==> src/sv/erb_pkg.sv <==
// shared types and constants for the evicting record ring buffer
// no dependencies; imported by every module of the block
`default_nettype none

package erb_pkg;

    // fixed field widths
    localparam int LEN_W     = 10;
    localparam int BYTE_W    = 8;
    localparam int S_TDATA_W = 32;
    localparam int S_TUSER_W = 3;
    localparam int M_TDATA_W = 56;
    localparam int M_TUSER_W = 1;

    // default geometry
    localparam int DEF_CAPACITY     = 1024;
    localparam int DEF_HEADER_BYTES = 2;

    // item kinds
    typedef enum logic [1:0] {
        KIND_APPEND = 2'd0,
        KIND_READ   = 2'd1,
        KIND_DROP   = 2'd2,
        KIND_CLEAR  = 2'd3
    } kind_t;

    // controller to datapath commands
    typedef struct packed {
        logic load;
        logic clear;
        logic reject;
        logic drop;
        logic evict;
        logic hl_issue;
        logic hl_cap;
        logic hdr_wr;
        logic zero_wr;
        logic commit;
        logic append;
        logic rd_issue;
        logic rd_cap;
        logic err;
        logic step_clr;
        logic step_inc;
        logic out_load;
    } erb_cmd_t;

    // datapath to controller status
    typedef struct packed {
        kind_t kind;
        logic  first;
        logic  too_long;
        logic  fits;
        logic  cnt_zero;
        logic  off_bad;
        logic  step_hdr_last;
        logic  zero_done;
        logic  out_free;
    } erb_stat_t;

endpackage

`default_nettype wire

==> src/sv/erb_ctrl.sv <==
// controller state machine sequencing one item at a time
// depends on erb_pkg; commands erb_dpath
`default_nettype none

module erb_ctrl
    import erb_pkg::*;
(
    input  wire logic      clk,
    input  wire logic      rst_n,
    input  wire logic      s_tvalid,
    output logic           s_tready,
    input  wire erb_stat_t stat,
    output erb_cmd_t       cmd
);

    typedef enum logic [3:0] {
        ST_IDLE,
        ST_DISPATCH,
        ST_EV_CHECK,
        ST_HL_ISSUE,
        ST_HL_CAP,
        ST_HDR_WR,
        ST_ZERO,
        ST_COMMIT,
        ST_APPEND,
        ST_RD_CAP,
        ST_DONE
    } state_t;

    state_t state_reg;
    state_t state_next;
    state_t hl_return;

    // after a header reload an append goes back to the room check
    assign hl_return = (stat.kind == KIND_APPEND) ? ST_EV_CHECK : ST_DONE;
    assign s_tready  = (state_reg == ST_IDLE);

    // next state and commands
    always_comb
    begin
        cmd        = '0;
        state_next = state_reg;
        case (state_reg)
            ST_IDLE:
            begin
                if (s_tvalid)
                begin
                    cmd.load   = 1'b1;
                    state_next = ST_DISPATCH;
                end
            end
            ST_DISPATCH:
            begin
                case (stat.kind)
                    KIND_APPEND:
                    begin
                        if (!stat.first)
                        begin
                            state_next = ST_APPEND;
                        end
                        else if (stat.too_long)
                        begin
                            cmd.reject = 1'b1;
                            state_next = ST_DONE;
                        end
                        else
                        begin
                            state_next = ST_EV_CHECK;
                        end
                    end
                    KIND_READ:
                    begin
                        if (stat.cnt_zero || stat.off_bad)
                        begin
                            cmd.err    = 1'b1;
                            state_next = ST_DONE;
                        end
                        else
                        begin
                            cmd.rd_issue = 1'b1;
                            state_next   = ST_RD_CAP;
                        end
                    end
                    KIND_DROP:
                    begin
                        if (stat.cnt_zero)
                        begin
                            cmd.err    = 1'b1;
                            state_next = ST_DONE;
                        end
                        else
                        begin
                            cmd.drop     = 1'b1;
                            cmd.step_clr = 1'b1;
                            state_next   = ST_HL_ISSUE;
                        end
                    end
                    default:
                    begin
                        cmd.clear  = 1'b1;
                        state_next = ST_DONE;
                    end
                endcase
            end
            ST_EV_CHECK:
            begin
                cmd.step_clr = 1'b1;
                if (stat.fits || stat.cnt_zero)
                begin
                    state_next = ST_HDR_WR;
                end
                else
                begin
                    cmd.evict  = 1'b1;
                    state_next = ST_HL_ISSUE;
                end
            end
            ST_HL_ISSUE:
            begin
                if (stat.cnt_zero)
                begin
                    state_next = hl_return;
                end
                else
                begin
                    cmd.hl_issue = 1'b1;
                    state_next   = ST_HL_CAP;
                end
            end
            ST_HL_CAP:
            begin
                cmd.hl_cap   = 1'b1;
                cmd.step_inc = 1'b1;
                state_next   = stat.step_hdr_last ? hl_return : ST_HL_ISSUE;
            end
            ST_HDR_WR:
            begin
                cmd.hdr_wr = 1'b1;
                if (stat.step_hdr_last)
                begin
                    cmd.step_clr = 1'b1;
                    state_next   = ST_ZERO;
                end
                else
                begin
                    cmd.step_inc = 1'b1;
                end
            end
            ST_ZERO:
            begin
                if (stat.zero_done)
                begin
                    state_next = ST_COMMIT;
                end
                else
                begin
                    cmd.zero_wr  = 1'b1;
                    cmd.step_inc = 1'b1;
                end
            end
            ST_COMMIT:
            begin
                cmd.commit = 1'b1;
                state_next = ST_APPEND;
            end
            ST_APPEND:
            begin
                cmd.append = 1'b1;
                state_next = ST_DONE;
            end
            ST_RD_CAP:
            begin
                cmd.rd_cap = 1'b1;
                state_next = ST_DONE;
            end
            ST_DONE:
            begin
                if (stat.out_free)
                begin
                    cmd.out_load = 1'b1;
                    state_next   = ST_IDLE;
                end
            end
            default:
            begin
                state_next = ST_IDLE;
            end
        endcase
    end

    // state register
    always_ff @(posedge clk or negedge rst_n)
    begin
        if (!rst_n)
        begin
            state_reg <= ST_IDLE;
        end
        else
        begin
            state_reg <= state_next;
        end
    end

endmodule

`default_nettype wire

==> config.mk <==
export PLATFORM = sky130hd
export DESIGN_NAME = erb_ctrl
export DESIGN_NICKNAME = d
export VERILOG_FILES = /design/src/sv/erb_pkg.sv /design/src/sv/erb_ctrl.sv
export SDC_FILE = /design/constraint.sdc
export NUM_CORES = 1
export LEC_CHECK = 0
export BUFFER_PORTS_ARGS = -buffer_cell sky130_fd_sc_hd__buf_2
export CORE_AREA = 2 2 39 41
export DETAILED_ROUTE_END_ITERATION = 8
export DIE_AREA = 0 0 41 43
export PLACE_DENSITY_LB_ADDON = 0.12
export SKIP_LAST_GASP = 1
export SYNTH_ARGS = -nofsm -noshare
export SYNTH_HDL_FRONTEND = slang
export SYNTH_SLANG_ARGS = --single-unit
==> constraint.sdc <==
create_clock -name clk -period 2.6 [get_ports clk]
set_clock_uncertainty 0.1 [all_clocks]
set_input_delay 0.13 -clock clk [delete_from_list [all_inputs] [get_ports clk]]
set_output_delay 0.13 -clock clk [all_outputs]
set_load 0.05 [all_outputs]
; Word-level counts from Yosys, hierarchy flattened
; Cells that the tools add are included.
[classes]
n_mux = 46
n_reduce_logical = 7
eq_ne = 16
[op_table]
columns = op, n
row1 = two-way mux 4 bit, 10
row2 = case mux 4 bit (10 select lines), 1
row3 = two-way mux 1 bit, 28
row4 = equality test 4 x 3 -> 1 bit (second input constant), 4
row5 = equality test 4 bit (second input constant), 3
row6 = case mux 4 bit (3 select lines), 1
row7 = equality test 4 x 2 -> 1 bit (second input constant), 2
row8 = inequality test 2 bit (second input constant), 4
row9 = two-way mux 3 bit, 2
row10 = case mux 1 bit (3 select lines), 2
row11 = equality test 4 x 1 -> 1 bit (second input constant), 1
row12 = zero test 4 bit, 1
row13 = AND reduction 4 bit, 1
row14 = OR reduction 3 bit, 1
row15 = equality test 2 x 1 -> 1 bit (second input constant), 1
row16 = equality test 2 bit (second input constant), 1
row17 = zero test 2 bit, 1
row18 = logical OR 1 bit, 2
row19 = two-way mux 2 bit, 1
row20 = case mux 1 bit (2 select lines), 1
row21 = OR reduction 2 bit, 1
[totals]
register_bits = 4
inputBits = 13
out_inout_bits = 18

; Longest topological paths before layout
[logic_depth]
word_depth = 4
depth_mapped = 6

; Worst setup path before layout
; OpenSTA, ideal clock, no wires.
[synth_timing]
path_kind = reg2out
start = register state_reg[2]
end = output port cmd[16] (netlist bit)
path_stages_with_launch = 4
n_path_buf = 1
arrival_ns = 2.783
path_slack_ns = -0.413
path_cell_list = dfrtp_1 -> clkbuf_1 -> nor4_1 -> and2_1
[synth_rtl]
columns = element, line
row1 = start: declaration, erb_ctrl.sv:30  ; state_t state_reg;
row2 = start signal: assignment, erb_ctrl.sv:200  ; state_reg <= state_next;
row3 = end: declaration, erb_ctrl.sv:13  ; output erb_cmd_t cmd

==> results.json <==
{
  "cts-buffers-inserted": 3,
  "synth_area_leaders": "dfrtp_1, nor2_1, ha_1",
  "antenna_found_initial": 0,
  "slew_headroom_pct": 74.04,
  "slew_violations": 0,
  "wire_per_inst_um": 12.57,
  "tightest_slew_ns": 0.3894,
  "ant_nets": 0,
  "clk_path_buf_depth": 2,
  "worst_ep_required_time_ns": 2.37,
  "peakVddDrop_mv": 0.4257,
  "grt_remaining_overflow": 0,
  "mostFrequentLayoutCells": "buf_2, nor2_1, nor3_1",
  "die_h_um": 43,
  "syn_nets": 106,
  "layout-drive-gt1-share_pct": 31.93,
  "grt_max_degree": 17,
  "num_rows": 14,
  "arrival_ns": 2.02,
  "area_delta_synth_final_pct": 32.57,
  "core_um2": 1384,
  "cts_sinks": 4,
  "die_w_um": 41,
  "synth_area_leader_cell": "dfrtp_1",
  "cts_tree": "built",
  "synth-seq-cells": 4,
  "start_util_pct": 43.31,
  "cellPowerDensity_nw_per_um2": 1106,
  "p_comb_share_pct": 74.9,
  "p_seq_share_pct": 16.1,
  "drt_iter0_markers": 22,
  "status": "complete, no violations",
  "synthCells": 89,
  "num_io_pins": 31,
  "synth_top_area_share_pct": 16.70,
  "wirelength_um": 1697,
  "clockRootBuffer": "clkbuf_4",
  "synth.avg_cell_area_um2": 6.734,
  "endpoint_kind": "primary output",
  "clk_pin_slew_ns": 0.04,
  "grt_pass1_wl_um": 2642,
  "n_antenna_cell": 0,
  "drc": 0,
  "postCtsSetupBuffers": 0,
  "place_congestion": 0.7946,
  "clock.fmax_ghz": 0.4442,
  "finalHoldViolations": 0,
  "layoutNonFillerInstCount": 135,
  "hold_path.class": "in2reg",
  "p_sw_uw": 519.0,
  "port_buffers": 30,
  "placed_cells": 131,
  "utilization_pct": 57.41,
  "min_period_ns": 2.251,
  "largest_register_ffs": 4,
  "grt_pass1_vias": 620,
  "cts_resized": 0,
  "critPathMaxFanout": 14,
  "start_kind": "flip-flop",
  "p_sw_share_pct": 59.08,
  "hold_buffers": 1,
  "vias_per_cell": 5.593,
  "fillCellCount": 144,
  "cts.htree.levels": 1,
  "via_count": 755,
  "die_area_um2": 1763,
  "insertion_delay_ns": 0.24,
  "clkPwrFrac_pct": 9.0,
  "setup_viol": 0,
  "rsz0062_at_grt": "no",
  "yosysSeqAreaShare_pct": 16.70,
  "critPathKind": "reg2out",
  "yosys_warnings": 0,
  "design.final.nets": 138,
  "fin_crit_sh_pct": 86.59,
  "total_power_uw": 878.5,
  "p_int_uw": 359.5,
  "layout_commonest_cell": "buf_2",
  "first_pass_iters": 7,
  "synth.cell_area_um2": 599.3,
  "fin_setup_tns_ns": 0,
  "synth.distinct_cells": 30,
  "hpwl_um": 1317,
  "grt_usage_pct": 21.59,
  "drv_cap": 0,
  "p_leak_uw": 0.0004187
}
[layer usage]
metal	up-vias	share of wire [%]	global-route usage [%]
li1	382	-	-
met1	345	43	28.43
met2	28	52	35.00
met3	0	4.9	4.712
met4	0	0	4.000
met5	-	0	0
[per-stage QoR]
step | worst slack [ns] | instance area, um2 | hold WS (ns)
2_1_floorplan | 0.2045 | 605.6 | -0.2656
3_3_place_gp | 0.6197 | 762.0 | -0.1628
3_5_place_dp | 0.6061 | 762.0 | -0.1620
4_1_cts | 0.3446 | 794.5 | 0.05001
5_1_grt | 0.2709 | 794.5 | 0.05860
6_report | 0.3487 | 794.5 | 0.05482
[final cells by class]
| class | count | area [um2] | share of cell area [%] |
|---|---|---|---|
| inverter | 6 | 22.52 | 2.835 |
| multi-input combinational | 73 | 454.2 | 57.17 |
| timing repair buffer | 33 | 175.2 | 22.05 |
| tap | 16 | 20.02 | 2.520 |
| clock buffer | 3 | 22.52 | 2.835 |
| sequential | 4 | 100.1 | 12.60 |
[Yosys cell counts (all sizes together)]
master and number:
o21bai 2, nor4 1, nor2 16, o41a 1
a31oi 1, or3 1, and3b 1, nor3 10
o22a 2, a221o 1, nand3 1, clkbuf 3
o21ai 6, ha 4, and3 1, nand2b 4
o221a 1, and2 3, nand2 4, a22oi 1
a211oi 2, inv 6, buf 3, and4b 1
a21oi 6, or4b 2, o32ai 1, dfrtp 4
[path summary, 6_finish.rpt]
path | from | endpoint | slack [ns] | depth (start not counted)
min in group asynchronous | rst_n | state_reg[1] | 0.13 | 2
worst max register to register | state_reg[2] | state_reg[0] | 0.76 | 3
worst max-delay path | state_reg[2] | cmd[2] | 0.35 | 5
worst min register to register | state_reg[3] | state_reg[2] | 0.60 | 1
worst min-delay path | stat[2] | state_reg[0] | 0.05 | 2
max in group asynchronous | rst_n | state_reg[3] | 2.15 | 2
[worst max-delay path: stages (launching register included)]
cell,delay (ns)
dfrtp_1,0.51
or4b_4,0.63
nor2_1,0.12
and2_1,0.14
o21bai_1,0.11
buf_2,0.28
[power groups by stage]
stage | Combinational, uW | Sequential (uW) | Clock (uW)
global placement | 646 | 141 | 0
CTS | 660 | 141 | 82.1
detailed placement | 657 | 141 | 0
global route | 713 | 147 | 88.6
floorplan | 550 | 113 | 0
finish | 658 | 141 | 79.3
[kinds of logic (layout without fill, tap and decap cells)]
| group | count (synthesis) | after routing | share of synthesized area (%) |
|---|---|---|---|
| and+or+nand+nor | 45 | 45 | 39.25 |
| DFF | 4 | 4 | 16.70 |
| adders and majority gates | 4 | 4 | 8.351 |
| AOI/OAI and AO/OA | 24 | 24 | 27.14 |
| buffers and inverters | 12 | 42 | 8.560 |
(Power assumes the default switching activity.)
